===== config.mk =====
export PLATFORM = sky130hd
export DESIGN_NAME = utf8_emoji_advance_classifier
export DESIGN_NICKNAME = d
export VERILOG_FILES = /design/src/hw/rtl/uteac_pkg.sv /design/src/hw/rtl/utf8_emoji_advance_classifier.sv /design/src/hw/rtl/uteac_step.sv
export SDC_FILE = /design/constraint.sdc
export NUM_CORES = 1
export LEC_CHECK = 0
export BUFFER_PORTS_ARGS = -buffer_cell sky130_fd_sc_hd__buf_2
export CELL_PAD_IN_SITES_DETAIL_PLACEMENT = 0
export CELL_PAD_IN_SITES_GLOBAL_PLACEMENT = 1
export CORE_ASPECT_RATIO = 0.7
export CORE_MARGIN = 3
export CORE_UTILIZATION = 40
export CTS_CLUSTER_SIZE = 40
export DETAILED_ROUTE_END_ITERATION = 12
export PLACE_DENSITY_LB_ADDON = 0.1
export SYNTH_ARGS = -nofsm -noshare
export SYNTH_HDL_FRONTEND = slang
export SYNTH_HIERARCHICAL = 1
export SYNTH_SLANG_ARGS = --single-unit

===== constraint.sdc =====
create_clock -name clk_i -period 3.2 [get_ports clk_i]
set_input_delay 0.64 -clock clk_i [delete_from_list [all_inputs] [get_ports clk_i]]
set_output_delay 0.64 -clock clk_i [all_outputs]
set_load 0.01 [all_outputs]

===== src/hw/rtl/uteac_pkg.sv =====
// Types, codes and codepoint class functions for the UTF-8 emoji classifier.
// No dependencies; used by the step logic, the top level and the checker.
`timescale 1ns / 1ps

package uteac_pkg;

  localparam int unsigned CpWidth   = 21;
  localparam int unsigned ByteWidth = 8;

  localparam logic [CpWidth-1:0] CpZwj  = 21'h0200D;
  localparam logic [CpWidth-1:0] CpHeart = 21'h02764;

  // result class of one codepoint
  typedef enum logic [2:0] {
    KindMeasure  = 3'd0,
    KindZwj      = 3'd1,
    KindMark     = 3'd2,
    KindComposed = 3'd3,
    KindNone     = 3'd4
  } kind_e;

  // decoder state carried from byte to byte
  typedef struct packed {
    logic [1:0]         bytes_pending;
    logic [CpWidth-1:0] partial_code;
    logic               after_joiner;
    logic               prev_is_base;
  } state_t;

  // one result word, with a flag saying whether the byte produced it
  typedef struct packed {
    logic               emit;
    logic [CpWidth-1:0] codepoint;
    kind_e              kind;
    logic               end_of_text;
  } result_t;

  // skin tone modifiers, variation selectors and the keycap mark
  function automatic logic is_mark(logic [CpWidth-1:0] c);
    is_mark = (c inside {[21'h1F3FB:21'h1F3FF]}) ||
              (c inside {21'h0FE0E, 21'h0FE0F, 21'h020E3});
  endfunction

  // codepoints that may follow a joiner as part of one emoji
  function automatic logic emoji_joinable(logic [CpWidth-1:0] c);
    emoji_joinable = (c inside {[21'h1F000:21'h1FFFF], [21'h02600:21'h027BF],
                                [21'h02300:21'h023FF], [21'h02B00:21'h02BFF]}) ||
                     (c == CpZwj) || (c == CpHeart);
  endfunction

  // codepoints that may start a joiner sequence
  function automatic logic composition_base(logic [CpWidth-1:0] c);
    composition_base = (c inside {[21'h1F466:21'h1F469], [21'h1F3F3:21'h1F3F4]}) ||
                       (c inside {21'h1F9D1, 21'h1F441, 21'h1F408, 21'h1F415,
                                  21'h1F43B, 21'h1F426, 21'h1F48B, CpHeart});
  endfunction

endpackage


===== src/hw/rtl/utf8_emoji_advance_classifier.sv =====
// Top level of the UTF-8 emoji classifier: input register, decoder state,
// result register. Depends on uteac_pkg and uteac_step.
`timescale 1ns / 1ps

// Takes UTF-8 text one byte per word and returns one word per decoded
// codepoint with its class (measure, ZWJ, combining mark, composed after
// ZWJ); the word for the last byte of a text is flagged end_of_text and
// carries a partial codepoint if the text ends mid sequence, or kind
// none if the last byte is a stray byte. Bytes are taken at one per clock
// while the sink keeps up; each byte is held in the input register and its
// result in the result register behind it. The rate is set by the single
// decode/classify step between the two registers, which updates the decoder
// state for each byte that moves on. A result not taken by the sink stalls
// the input after one more byte has been buffered. The decoder state returns
// to reset after the last byte.
module utf8_emoji_advance_classifier
  import uteac_pkg::*;
(
  input  logic               clk_i,
  input  logic               rst_ni,
  input  logic               in_valid_i,
  output logic               in_ready_o,
  input  logic [7:0]         in_byte_i,
  input  logic               last_byte_i,
  output logic               out_valid_o,
  input  logic               out_ready_i,
  output logic [CpWidth-1:0] codepoint_o,
  output logic [2:0]         kind_o,
  output logic               end_of_text_o
);

  logic                 in_valid_q;
  logic [ByteWidth-1:0] byte_q;
  logic                 last_q;
  state_t               state_q, state_d;
  result_t              result_d;
  logic                 out_valid_q;
  logic [CpWidth-1:0]   codepoint_q;
  kind_e                kind_q;
  logic                 eot_q;
  logic                 advance;

  // the buffered byte moves on when the result register is free or draining
  assign advance    = in_valid_q && (!out_valid_q || out_ready_i);
  assign in_ready_o = !in_valid_q || advance;

  // input register
  always_ff @(posedge clk_i or negedge rst_ni) begin
    if (!rst_ni) begin
      in_valid_q <= 1'b0;
    end else if (in_ready_o) begin
      in_valid_q <= in_valid_i;
    end
  end

  always_ff @(posedge clk_i) begin
    if (in_valid_i && in_ready_o) begin
      byte_q <= in_byte_i;
      last_q <= last_byte_i;
    end
  end

  uteac_step u_step (
    .state_i  (state_q),
    .byte_i   (byte_q),
    .last_i   (last_q),
    .state_o  (state_d),
    .result_o (result_d)
  );

  // decoder state
  always_ff @(posedge clk_i or negedge rst_ni) begin
    if (!rst_ni) begin
      state_q <= '0;
    end else if (advance) begin
      state_q <= state_d;
    end
  end

  // result register
  always_ff @(posedge clk_i or negedge rst_ni) begin
    if (!rst_ni) begin
      out_valid_q <= 1'b0;
    end else if (advance) begin
      out_valid_q <= result_d.emit;
    end else if (out_ready_i) begin
      out_valid_q <= 1'b0;
    end
  end

  always_ff @(posedge clk_i) begin
    if (advance && result_d.emit) begin
      codepoint_q <= result_d.codepoint;
      kind_q      <= result_d.kind;
      eot_q       <= result_d.end_of_text;
    end
  end

  assign out_valid_o   = out_valid_q;
  assign codepoint_o   = codepoint_q;
  assign kind_o        = kind_q;
  assign end_of_text_o = eot_q;

endmodule


===== src/hw/rtl/uteac_step.sv =====
// Per-byte decode and classification: next decoder state and the result word.
// Pure combinational logic; depends on uteac_pkg.
`timescale 1ns / 1ps

module uteac_step
  import uteac_pkg::*;
(
  input  state_t               state_i,
  input  logic [ByteWidth-1:0] byte_i,
  input  logic                 last_i,
  output state_t               state_o,
  output result_t              result_o
);

  logic [1:0]         pend;
  logic [CpWidth-1:0] code;
  logic               have;
  logic               cut_short;
  logic               join_flag;
  logic               base_flag;
  kind_e              kind;

  // utf-8 byte decode
  always_comb begin
    pend = state_i.bytes_pending;
    code = state_i.partial_code;
    have = 1'b0;
    if (state_i.bytes_pending != 2'd0) begin
      code = {state_i.partial_code[CpWidth-7:0], byte_i[5:0]};
      pend = state_i.bytes_pending - 2'd1;
      have = (pend == 2'd0);
    end else if (byte_i[7] == 1'b0) begin
      code = {{(CpWidth-ByteWidth){1'b0}}, byte_i};
      have = 1'b1;
    end else if (byte_i[7:5] == 3'b110) begin
      code = {{(CpWidth-5){1'b0}}, byte_i[4:0]};
      pend = 2'd1;
    end else if (byte_i[7:4] == 4'b1110) begin
      code = {{(CpWidth-4){1'b0}}, byte_i[3:0]};
      pend = 2'd2;
    end else if (byte_i[7:3] == 5'b11110) begin
      code = {{(CpWidth-3){1'b0}}, byte_i[2:0]};
      pend = 2'd3;
    end
    cut_short = last_i && (pend != 2'd0);
  end

  // classify the finished codepoint and update the joiner flags
  always_comb begin
    join_flag = state_i.after_joiner;
    base_flag = state_i.prev_is_base;
    kind      = KindMeasure;
    if (code == CpZwj) begin
      kind = KindZwj;
      if (state_i.prev_is_base) begin
        join_flag = 1'b1;
      end
    end else if (is_mark(code)) begin
      kind = KindMark;
    end else begin
      join_flag = 1'b0;
      base_flag = composition_base(code);
      if (state_i.after_joiner && emoji_joinable(code)) begin
        kind = KindComposed;
      end
    end
  end

  // next state and result word
  always_comb begin
    result_o.emit        = have || cut_short || last_i;
    result_o.codepoint   = (have || cut_short) ? code : '0;
    result_o.kind        = (have || cut_short) ? kind : KindNone;
    result_o.end_of_text = last_i;

    state_o = state_i;
    state_o.bytes_pending = pend;
    state_o.partial_code  = code;
    if (have || cut_short) begin
      state_o.bytes_pending = 2'd0;
      state_o.partial_code  = '0;
      state_o.after_joiner  = join_flag;
      state_o.prev_is_base  = base_flag;
    end
    if (last_i) begin
      state_o = '0;
    end
  end

endmodule


==> implementation parameters, run 1 <==
Parameter                              Value

Outcome
  Status ... finished, final reports clean

Routing
  Number of detailed-routing iterations run before antenna repair ... 5
  ANT nets after route ... 0
  Total wire length after detailed routing ... 12,500 um
  Via count ... 3,449
  DR iter-0 viols ... 260
  DRC violation count after routing ... 0
  Avg Vias per Cell ... approximately 5.6
  Routed WL per cell ... 20.4 um

Global routing
  Total routing resource utilization after global routing ... 0.234
  Number of global-route vias before repair ... 3,223
  Global-route wire length before repair ... between 15,000 and 20,000 um
  Maximum number of pins on one net before global-route repair ... 30
  Gr ovfl total ... 0
  Antenna violations before repair ... 0

Critical path
  Count of buffering cells on the critical path with inverters included ... 2
  Type of the worst setup path ... reg -> reg
  Worst endpoint required time ... between 3 and 4 ns
  Crit path cell chain ... or2_4 > a211oi_1 > o221a_2 > buf_4 > nand2_1 > o21ai_0 > a2111oi_1 > a2111oi_2 > buf_4 > a211oi_1 > mux2_2
  Delay of the slowest critical-path stage ... 0.50 ns
  Critical Path Start Type ... flip-flop
  Endpoint kind of the worst setup timing path ... flip-flop
  Highest fanout seen on the critical path ... 12
  Slowest library cell on the worst path ... sky130_fd_sc_hd__dfrtp_2
  Data arrival at the endpoint of the critical path ... 3.33 ns
  Family with the most delay on the worst path ... compound AO/OA/AOI/OAI gates

Logic synthesis
  Async S/R FF share, synth ... 0.443
  Number of enable-type register cells in the synthesized netlist ... 34
  FF+latch count, synth ... slightly above 60
  Number of different library cells in the post-synthesis netlist ... 70
  Post-Synthesis Cells ... slightly below 400
  Post-Synthesis Cell Area ... 0.00387 sq mm
  Sequential cell area fraction in the yosys report ... 0.438
  Syn_area_per_cell ... 9.93 sq um
  Number of nets in the synthesized netlist ... between 400 and 500
  Top flip-flop cell by instance count after synthesis ... sky130_fd_sc_hd__edfxtp_1
  Total number of yosys warnings ... 6

Place
  Final weighted congestion of routability-driven global placement ... 0.976
  I/O Buffers ... 39
  Final HPWL from detailed placement ... 9000 um
  Setup slack at placement ... -0.0700 ns

Floorplan
  Effective utilization at floorplan ... 0.419
  Die Y ... roughly 88 um
  Placement row count ... 29
  # IOs ... 40
  Die Outline Area ... roughly 0.011 sq mm
  Horizontal die dimension ... between 100 and 150 um
  Core outline area ... 0.00925 sq mm

Finish
  Count of nets after finishing ... 495
  Fraction of layout cells with a size suffix above 1 ... 0.357
  Final antenna diode count ... 0
  Fraction of the core area covered by cells at the end of the flow ... 0.530
  Area growth, synth to finish ... 26.7%

Power
  Leakage dissipation ... 2.13 nW
  Maximum vdd ir drop ... 0.252 mV
  Internal power of the cells ... ~1.7 mW
  Ratio of total power to cell area ... 498 mW/mm^2
  Fraction of power consumed by sequential logic ... 0.390
  Final Power ... 2.44 mW
  Fraction of power consumed by the clock network ... 0.393
  Psw ... just over 0.7 mW
  Share of total power in combinational logic ... 0.217
  Sw frac ... 0.289

STA
  Final worst setup slack ... between 0.08 and 0.09 ns
  Pins over their slew limit ... 0
  Hold_ws ... roughly 0.36 ns
  Worst Clk Skew ... ~0.005 ns
  Hold Violations, Final ... 0
  Relative slew margins ... 0.529
  Period utilization ... 0.973
  Setup Viol. Count Final ... 0
  Max Clock Freq ... 0.321 GHz
  Transition time at the pin with the least slew margin ... a little over 0.7 ns
  Final critical-path required period ... about 3.1 ns

Clock tree
  Worst-path clk slew ... 0.05 ns
  Number of clock sinks seen by CTS ... slightly above 60
  CTS Buf Count ... 9
  Maximum buffer depth of the clock tree ... 2
  TritonCTS clock tree ... done
  Number of H-tree levels ... 3
  CTS Root Buffer Type ... sky130_fd_sc_hd__clkbuf_16
  Hold-fix buffer count after cts ... 0
  Clock latency at the later pin of the worst-skew pair ... 0.33 ns

Hold path
  Type of the tightest min-delay check ... in -> async

Run
  Max-cap violations ... 0
layout make-up:
type | count | area [sq um]
multi-input combinational | 298 | 2040
timing repair buffer | 106 | 698
tap | 124 | 155
sequential | 61 | 1700
inverter | 6 | 22.5
clock inverter | 4 | 47.5
clock buffer | 12 | 246
fill | 850 | 4350
final timing paths:
kind,slack [ns],to,cells past startpoint,start
worst min register to register,0.52,state_q[18],1,state_q[18]
worst min-delay path,0.36,state_q[2],1,rst_ni
min in group clk_i,0.48,byte_q[1],1,in_byte_i[1]
worst max register to register,0.09,state_q[0],11,state_q[23]
worst max-delay path,0.09,state_q[0],11,state_q[23]
max in group asynchronous,2.34,state_q[23],1,rst_ni
per-stage QoR:
step	TNS [ns]	cells	instance area, sq um
floorplan	0	390	3870
global placement	-0.0655	592	4550
detailed placement	-0.0700	592	4550
CTS	0	608	4850
global route	-0.0235	611	4910
finish	0	611	4910
worst reg2reg max path: cells and delay by family (launching register included):
family                 cells  cell delay, ns
AND/OR/NAND/NOR            2            0.47
multiplexers               1            0.26
AO/OA/AOI/OAI              6            1.47
buffers and inverters      2            0.31
flip-flops                 1            0.50
state kept, by name, indices dropped and copies added, names as in the netlist:
name / flops
last_q: 1
end_of_text_o: 1
kind_o: 3
in_valid_q: 1
codepoint_o: 21
out_valid_o: 1
state_q: 25
byte_q: 8
cells by family (layout without fill, tap and decap cells):
logic type | after synthesis | after routing | synth area share
AND/OR/NAND/NOR | 175 | 176 | 0.236
AO/OA/AOI/OAI | 93 | 93 | 0.174
flip-flops | 61 | 61 | 0.438
buffers and inverters | 32 | 128 | 0.0494
multiplexers | 29 | 29 | 0.103
power by group through the flow:
stage / registers, mW / logic (mW) / clock network, mW
floorplan: 0.962 / 0.304 / 0
CTS: 0.950 / 0.515 / 0.978
detailed placement: 0.963 / 0.513 / 0
global route: 0.960 / 0.573 / 1.02
global placement: 0.962 / 0.515 / 0
finish: 0.952 / 0.531 / 0.960
synthesized netlist by cell type (3+ instances only):
library cell	number	share of area
sky130_fd_sc_hd__nor2_1	56	0.054
sky130_fd_sc_hd__edfxtp_1	34	0.26
sky130_fd_sc_hd__nand2_1	32	0.031
sky130_fd_sc_hd__dfrtp_1	27	0.17
sky130_fd_sc_hd__mux2_4	20	0.078
sky130_fd_sc_hd__a21oi_1	17	0.022
sky130_fd_sc_hd__and3_1	14	0.023
sky130_fd_sc_hd__clkbuf_1	13	0.013
sky130_fd_sc_hd__o21ai_0	13	0.017
sky130_fd_sc_hd__nand3_1	11	0.014
sky130_fd_sc_hd__nor3_1	11	0.014
sky130_fd_sc_hd__and2_1	8	0.013
sky130_fd_sc_hd__a31oi_1	6	0.0097
sky130_fd_sc_hd__mux2_2	6	0.017
sky130_fd_sc_hd__nor4_1	6	0.0097
sky130_fd_sc_hd__o21a_1	6	0.012
sky130_fd_sc_hd__a2111oi_0	5	0.011
sky130_fd_sc_hd__inv_1	5	0.0048
sky130_fd_sc_hd__nand3b_1	5	0.0097
sky130_fd_sc_hd__nor3b_1	5	0.0097
sky130_fd_sc_hd__a211oi_1	4	0.0078
sky130_fd_sc_hd__buf_2	4	0.0052
sky130_fd_sc_hd__nand2b_1	4	0.0065
sky130_fd_sc_hd__nand4_1	4	0.0065
sky130_fd_sc_hd__nor2b_1	4	0.0065
sky130_fd_sc_hd__o22ai_1	4	0.0065
sky130_fd_sc_hd__o311ai_0	4	0.0090
sky130_fd_sc_hd__a2bb2oi_1	3	0.0068
sky130_fd_sc_hd__buf_4	3	0.0058
sky130_fd_sc_hd__buf_6	3	0.0087
sky130_fd_sc_hd__mux2i_1	3	0.0078
sky130_fd_sc_hd__o21ai_1	3	0.0039
sky130_fd_sc_hd__o22a_1	3	0.0068
metal layers:
metal	vias up	share of wire	global-route usage
met4	0	0.013	0.0573
met5	-	0	0
met2	122	0.41	0.330
li1	1648	-	-
met3	15	0.070	0.0550
met1	1664	0.51	0.360
cells in the final DEF (no fill, tap or decap), types with 3 or more instances in the layout:
| cell | synthesis | layout |
|---|---|---|
| sky130_fd_sc_hd__clkbuf_16 | 0 | 9 |
| sky130_fd_sc_hd__inv_1 | 5 | 5 |
| sky130_fd_sc_hd__and2_1 | 8 | 8 |
| sky130_fd_sc_hd__dfrtp_1 | 27 | 25 |
| sky130_fd_sc_hd__buf_2 | 4 | 39 |
| sky130_fd_sc_hd__mux2_2 | 6 | 6 |
| sky130_fd_sc_hd__edfxtp_1 | 34 | 34 |
| sky130_fd_sc_hd__mux2_4 | 20 | 20 |
| sky130_fd_sc_hd__o311ai_0 | 4 | 3 |
| sky130_fd_sc_hd__mux2i_1 | 3 | 3 |
| sky130_fd_sc_hd__o21ai_0 | 13 | 13 |
| sky130_fd_sc_hd__a31oi_1 | 6 | 6 |
| sky130_fd_sc_hd__nand4_1 | 4 | 4 |
| sky130_fd_sc_hd__buf_4 | 3 | 67 |
| sky130_fd_sc_hd__o21a_1 | 6 | 6 |
| sky130_fd_sc_hd__and3_1 | 14 | 13 |
| sky130_fd_sc_hd__nand2b_1 | 4 | 4 |
| sky130_fd_sc_hd__nor3b_1 | 5 | 4 |
| sky130_fd_sc_hd__a211oi_1 | 4 | 4 |
| sky130_fd_sc_hd__nor3_1 | 11 | 11 |
| sky130_fd_sc_hd__nor2_1 | 56 | 55 |
| sky130_fd_sc_hd__nand2_1 | 32 | 32 |
| sky130_fd_sc_hd__a2bb2oi_1 | 3 | 3 |
| sky130_fd_sc_hd__o22ai_1 | 4 | 4 |
| sky130_fd_sc_hd__nand3b_1 | 5 | 5 |
| sky130_fd_sc_hd__nor4_1 | 6 | 6 |
| sky130_fd_sc_hd__a21oi_1 | 17 | 17 |
| sky130_fd_sc_hd__nor2b_1 | 4 | 4 |
| sky130_fd_sc_hd__nand3_1 | 11 | 11 |
what timing repair did:
action | CTS | global route
gates cloned | 0 | 1
buffers inserted | 0 | 2
gates resized for setup | 2 | 13
pin swaps | 0 | 3
endpoints found under the setup margin | 2 | 3
Note: power is estimated with default switching activity, not from simulation.
==> run 2, diff against run 1 <==
--- a/config.mk
+++ b/config.mk
@@ -13,7 +13,9 @@
 export CORE_UTILIZATION = 40
 export CTS_CLUSTER_SIZE = 40
 export DETAILED_ROUTE_END_ITERATION = 12
+export HOLD_SLACK_MARGIN = 0.02
 export PLACE_DENSITY_LB_ADDON = 0.1
+export SETUP_SLACK_MARGIN = 0.4
 export SYNTH_ARGS = -nofsm -noshare
 export SYNTH_HDL_FRONTEND = slang
 export SYNTH_HIERARCHICAL = 1
==> implementation parameters, run 2 (same netlist as run 1, synthesis figures left out) <==
Parameter                              Value

Critical path
  Data arrival at the endpoint of the critical path ... 3.13 ns
  Highest fanout seen on the critical path ... 10
  Critical Path Start Type ... flip-flop
  Reg2reg start ... state_q[23]
  Worst Setup SP ... state_q[23]
  Worst endpoint required time ... 3.42 ns
  Type of the worst setup path ... reg -> reg
  Endpoint kind of the worst setup timing path ... flip-flop

Power
  Share of total power in combinational logic ... 0.252
  Ratio of total power to cell area ... 476 mW/mm^2
  Sw frac ... 0.307
  Leakage dissipation ... 2.21 nW
  Psw ... 0.754 mW
  Fraction of power consumed by the clock network ... 0.360
  Fraction of power consumed by sequential logic ... 0.388
  Maximum vdd ir drop ... 0.315 mV
  Internal power of the cells ... 1.70 mW

Clock tree
  Clock latency at the later pin of the worst-skew pair ... 0.34 ns
  CTS Root Buffer Type ... sky130_fd_sc_hd__clkbuf_16
  CTS Buf Count ... 9
  Hold-fix buffer count after cts ... 0
  TritonCTS clock tree ... done
  Maximum buffer depth of the clock tree ... 2
  Number of H-tree levels ... 3
  Worst-path clk slew ... 0.06 ns
  Number of clock sinks seen by CTS ... 61

Hold path
  Type of the tightest min-delay check ... in -> async

Finish
  Largest reg by FF count ... state_q
  Final antenna diode count ... 0
  Area growth, synth to finish ... 33.0%
  Final cell count without fillers ... 608
  Flip-flop count of the largest register after layout ... 25
  Highest-count cells in the layout ignoring fill and taps ... 56 x sky130_fd_sc_hd__buf_4, 53 x sky130_fd_sc_hd__nor2_1, 40 x sky130_fd_sc_hd__buf_2, 34 x sky130_fd_sc_hd__edfxtp_1, 32 x sky130_fd_sc_hd__nand2_1
  Most common cell after layout, fill and taps aside ... sky130_fd_sc_hd__buf_4
  Fraction of layout cells with a size suffix above 1 ... 0.403
  Count of nets after finishing ... 492
  Number of filler cells placed in the layout ... 830

Routing
  Routed WL per cell ... 19.9 um
  Highest metal layer used by the detailed router ... met4
  DR iter-0 viols ... 247
  ANT nets after route ... 0
  DRC violation count after routing ... 0
  Met2 Wirelength ... 5160 um
  Number of detailed-routing iterations run before antenna repair ... 6
  Wl on met1 ... around 5900 um
  Via count ... 3,555
  Total wire length after detailed routing ... 12,100 um
  Avg Vias per Cell ... 5.85
  Detailed route wirelength on metal3 ... 894 um

STA
  Setup Viol. Count Final ... 0
  Transition time at the pin with the least slew margin ... just over 0.7 ns
  Hold_ws ... 0.362 ns
  Setup repair after global routing missed its margin ... yes
  Total Negative Setup Slacks ... 0 ns
  Hold Violations, Final ... 0
  Final critical-path required period ... 2.91 ns
  Max Clock Freq ... about 0.34 GHz
  Pins over their slew limit ... 0
  Relative slew margins ... 0.519
  Worst Clk Skew ... 0.00533 ns
  Period utilization ... 0.908

Floorplan
  Placement row count ... 29
  Die Y ... around 88 um
  # IOs ... 40
  Effective utilization at floorplan ... 0.419
  Die Outline Area ... 0.0109 sq mm
  Horizontal die dimension ... 124 um
  Core outline area ... 0.00925 sq mm

Global routing
  Global-route wire length before repair ... around 18,000 um
  Number of global-route vias before repair ... ~3,300
  Gr ovfl total ... 0
  Maximum number of pins on one net before global-route repair ... 29
  Antenna violations before repair ... 0
  Total routing resource utilization after global routing ... 0.224

Place
  Final weighted congestion of routability-driven global placement ... just under 0.9
  Final HPWL from detailed placement ... 7990 um
  I/O Buffers ... 39
  # placed instances ... 562

Run
  Max-cap violations ... 0

Outcome
  Status ... finished, final reports clean
run 2: cell types whose count changed in the layout (fill, tap and decap cells not counted), sizes merged:
cell and change:
buf -5, clkbuf -1, bufinv -1, clkinv +3, bufbuf +1
run 2: repair_timing:
item                       CTS  global route
setup buffers               12            15
cloned                       2             1
setup endpoints to repair    4             4
pin swaps                   11             5
gates resized for setup     30            32
run 2: routing by layer:
metal / GRT usage / up-vias
li1: - / 1643
met1: 0.330 / 1739
met2: 0.319 / 156
met3: 0.0639 / 17
met4: 0.0663 / 0
met5: 0 / -
run 2: through the flow:
step,instance area [sq um],worst slack (ns),util,power [mW]
after floorplan,3890,0.402,-,1.27
after global placement,4360,0.0212,0.471,1.44
after detailed placement,4360,-0.0255,0.471,1.44
after CTS,4860,0.382,0.526,2.39
after global routing,5150,0.197,0.557,2.56
final,5150,0.294,0.557,2.45
run 2: final timing paths:
check,end,slack [ns],cells after the start
worst max-delay path,state_q[0],0.29,11
worst min-delay path,state_q[10],0.36,1
worst max register to register,state_q[0],0.29,11
worst min register to register,state_q[18],0.53,1
max in group asynchronous,state_q[24],2.33,1
min in group clk_i,byte_q[6],0.48,1
run 2: worst max-delay path, cell delays in order (launching register included):
cell and delay (ns):
sky130_fd_sc_hd__dfrtp_2 0.46, sky130_fd_sc_hd__buf_4 0.17, sky130_fd_sc_hd__nor2_4 0.14, sky130_fd_sc_hd__buf_12 0.14, sky130_fd_sc_hd__nand2_1 0.07, sky130_fd_sc_hd__a2bb2oi_2 0.17, sky130_fd_sc_hd__or3_4 0.42, sky130_fd_sc_hd__or4b_4 0.51
sky130_fd_sc_hd__o221a_4 0.25, sky130_fd_sc_hd__a21oi_2 0.13, sky130_fd_sc_hd__a211oi_1 0.06, sky130_fd_sc_hd__mux2_4 0.28
run 2: power by group through the flow:
stage                     Sequential (mW)  Clock (mW)  Combinational [mW]
after detailed placement            0.965           0               0.475
after global routing                0.959       0.942               0.660
after CTS                           0.949       0.906               0.535
after floorplan                     0.961           0               0.307
after global placement              0.965           0               0.479
final                               0.952       0.883               0.617
run 2: final cells by class:
cell class | instances | area (sq um) | area share
multi-input cells | 298 | 2250 | 0.437
flip-flops and latches | 61 | 1700 | 0.330
repair buffers | 103 | 752 | 0.146
clock buffers | 10 | 229 | 0.0444
well taps | 124 | 155 | 0.0301
clock inverters | 6 | 40.0 | 0.00777
inverters | 6 | 22.5 | 0.00437
==> run 3, diff against run 2 <==
--- a/config.mk
+++ b/config.mk
@@ -11,6 +11,7 @@
 export CORE_ASPECT_RATIO = 0.7
 export CORE_MARGIN = 3
 export CORE_UTILIZATION = 40
+export CTS_BUF_LIST = sky130_fd_sc_hd__clkbuf_4
 export CTS_CLUSTER_SIZE = 40
 export DETAILED_ROUTE_END_ITERATION = 12
 export HOLD_SLACK_MARGIN = 0.02
==> implementation parameters, run 3 (same netlist as run 1, synthesis figures left out) <==
Parameter                              Value

Critical path
  Highest fanout seen on the critical path ... 7
  Crit path cell chain ... inv_2 > o21ai_4 > buf_4 > a2bb2oi_1 > or3_4 > or4b_4 > o221a_4 > a21oi_2 > a211oi_1 > mux2_4
  Critical Path Start Type ... flip-flop
  Data arrival at the endpoint of the critical path ... 3.25 ns
  Worst endpoint required time ... 3.54 ns
  Type of the worst setup path ... reg -> reg
  Delay of the slowest critical-path stage ... approximately 0.53 ns
  Endpoint kind of the worst setup timing path ... flip-flop
  Slowest library cell on the worst path ... sky130_fd_sc_hd__edfxtp_1

Global routing
  Maximum number of pins on one net before global-route repair ... 29
  Antenna violations before repair ... 0
  Total routing resource utilization after global routing ... 0.223
  Gr ovfl total ... 0
  Global-route wire length before repair ... between 15,000 and 20,000 um
  Number of global-route vias before repair ... about 3,300

STA
  Worst Clk Skew ... 0.0206 ns
  Hold_ws ... 0.243 ns
  Hold Violations, Final ... 0
  Setup Viol. Count Final ... 0
  Setup repair after global routing missed its margin ... yes
  Pins over their slew limit ... 0
  Final critical-path required period ... 2.91 ns
  Relative slew margins ... 0.519
  Max Clock Freq ... 0.343 GHz
  Period utilization ... 0.910
  Transition time at the pin with the least slew margin ... just over 0.7 ns

Power
  Final Power ... about 2.0 mW
  Leakage dissipation ... ~2.1 nW
  Ratio of total power to cell area ... 408 mW/mm^2
  Maximum vdd ir drop ... approximately 0.24 mV

Routing
  Met2 Wirelength ... 5100 um
  ANT nets after route ... 0
  Total wire length after detailed routing ... 11,800 um
  Highest metal layer used by the detailed router ... met4
  DR iter-0 viols ... 301
  Routed WL per cell ... just under 20 um
  Number of detailed-routing iterations run before antenna repair ... 4
  Wl on met1 ... 5740 um
  Via count ... 3,503
  DRC violation count after routing ... 0
  Avg Vias per Cell ... 5.80
  Detailed route wirelength on metal3 ... 888 um

Clock tree
  Hold-fix buffer count after cts ... 0
  Number of H-tree levels ... 3
  Worst-path clk slew ... 0.12 ns
  Maximum buffer depth of the clock tree ... 2
  Clock latency at the later pin of the worst-skew pair ... 0.43 ns
  TritonCTS clock tree ... done
  CTS Buf Count ... 9
  Number of clock sinks seen by CTS ... a little over 60
  CTS Root Buffer Type ... sky130_fd_sc_hd__clkbuf_4

Floorplan
  # IOs ... 40
  Horizontal die dimension ... 124 um
  Effective utilization at floorplan ... 0.419
  Placement row count ... 29
  Core outline area ... 0.00925 sq mm
  Die Outline Area ... ~0.011 sq mm
  Die Y ... a little under 90 um

Finish
  Flip-flop count of the largest register after layout ... 25
  Register cell area after layout ... 0.00170 sq mm
  Fraction of the core area covered by cells at the end of the flow ... 0.534
  Count of nets after finishing ... 488
  Area growth, synth to finish ... 27.5%
  Largest reg by FF count ... state_q
  Area of the multi-input gates ... 0.00225 sq mm
  Final antenna diode count ... 0
  Fraction of layout cells with a size suffix above 1 ... 0.400
  Number of filler cells placed in the layout ... about 860
  Highest-count cells in the layout ignoring fill and taps ... 54 x sky130_fd_sc_hd__buf_4, 54 x sky130_fd_sc_hd__nor2_1, 40 x sky130_fd_sc_hd__buf_2, 34 x sky130_fd_sc_hd__edfxtp_1, 32 x sky130_fd_sc_hd__nand2_1

Outcome
  Status ... finished, final reports clean

Hold path
  Type of the tightest min-delay check ... in -> async

Place
  Final weighted congestion of routability-driven global placement ... 0.886
  Final HPWL from detailed placement ... 7990 um
  I/O Buffers ... 39

Run
  Max-cap violations ... 0
## run 3: cell types whose count changed in the layout (fill, tap and decap cells not counted), sizes merged
cell    before  now
clkbuf      11   10
buf        101   98
## run 3: per-stage QoR
stage	setup TNS, ns	instance area (sq um)	setup WS (ns)	std cells
after detailed placement	-0.0255	4360	-0.0255	562
final	0	4940	0.288	604
after global routing	0	4940	0.198	604
after CTS	0	4710	0.387	592
after global placement	0	4360	0.0212	562
after floorplan	0	3890	0.402	390
## run 3: routing by layer
layer,global-route usage,up-vias
li1,-,1638
met5,0,-
met4,0.0543,0
met3,0.0671,11
met2,0.323,125
met1,0.327,1729
## run 3: what timing repair did
item,4_1_cts,5_1_grt
pin swaps,8,6
gates cloned,2,0
hold endpoints to repair,0,0
setup buffers,12,12
setup endpoints to repair,4,4
gates resized for setup,29,31
## run 3: final cells by class
cell class | count | share of cell area
clock inverters | 6 | 0.00811
inverters | 6 | 0.00456
clock buffers | 10 | 0.0152
repair buffers | 99 | 0.142
well taps | 124 | 0.0314
flip-flops and latches | 61 | 0.344
multi-input cells | 298 | 0.455
## run 3: worst max-delay path, delay by kind of cell, from the launching register on
family,cells,cell delay [ns]
muxes,1,0.28
and+or+nand+nor,2,0.94
AOI/OAI and AO/OA,5,0.71
buffers and inverters,2,0.35
DFF,1,0.53
## run 3: final timing paths
path,depth (start not counted),startpoint,to,slack [ns]
min,1,rst_ni,state_q[10],0.24
min in group clk_i,1,in_byte_i[7],byte_q[7],0.38
max reg2reg,10,byte_q[6],state_q[0],0.29
max in group asynchronous,1,rst_ni,state_q[24],2.43
max,10,byte_q[6],state_q[0],0.29
min reg2reg,1,state_q[18],state_q[18],0.54
## run 3: where the power goes
group / total (mW) / internal, mW / switching [mW]
Clock: 0.476 / 0.166 / 0.310
Combinational: 0.590 / 0.260 / 0.330
Sequential: 0.949 / 0.897 / 0.0526
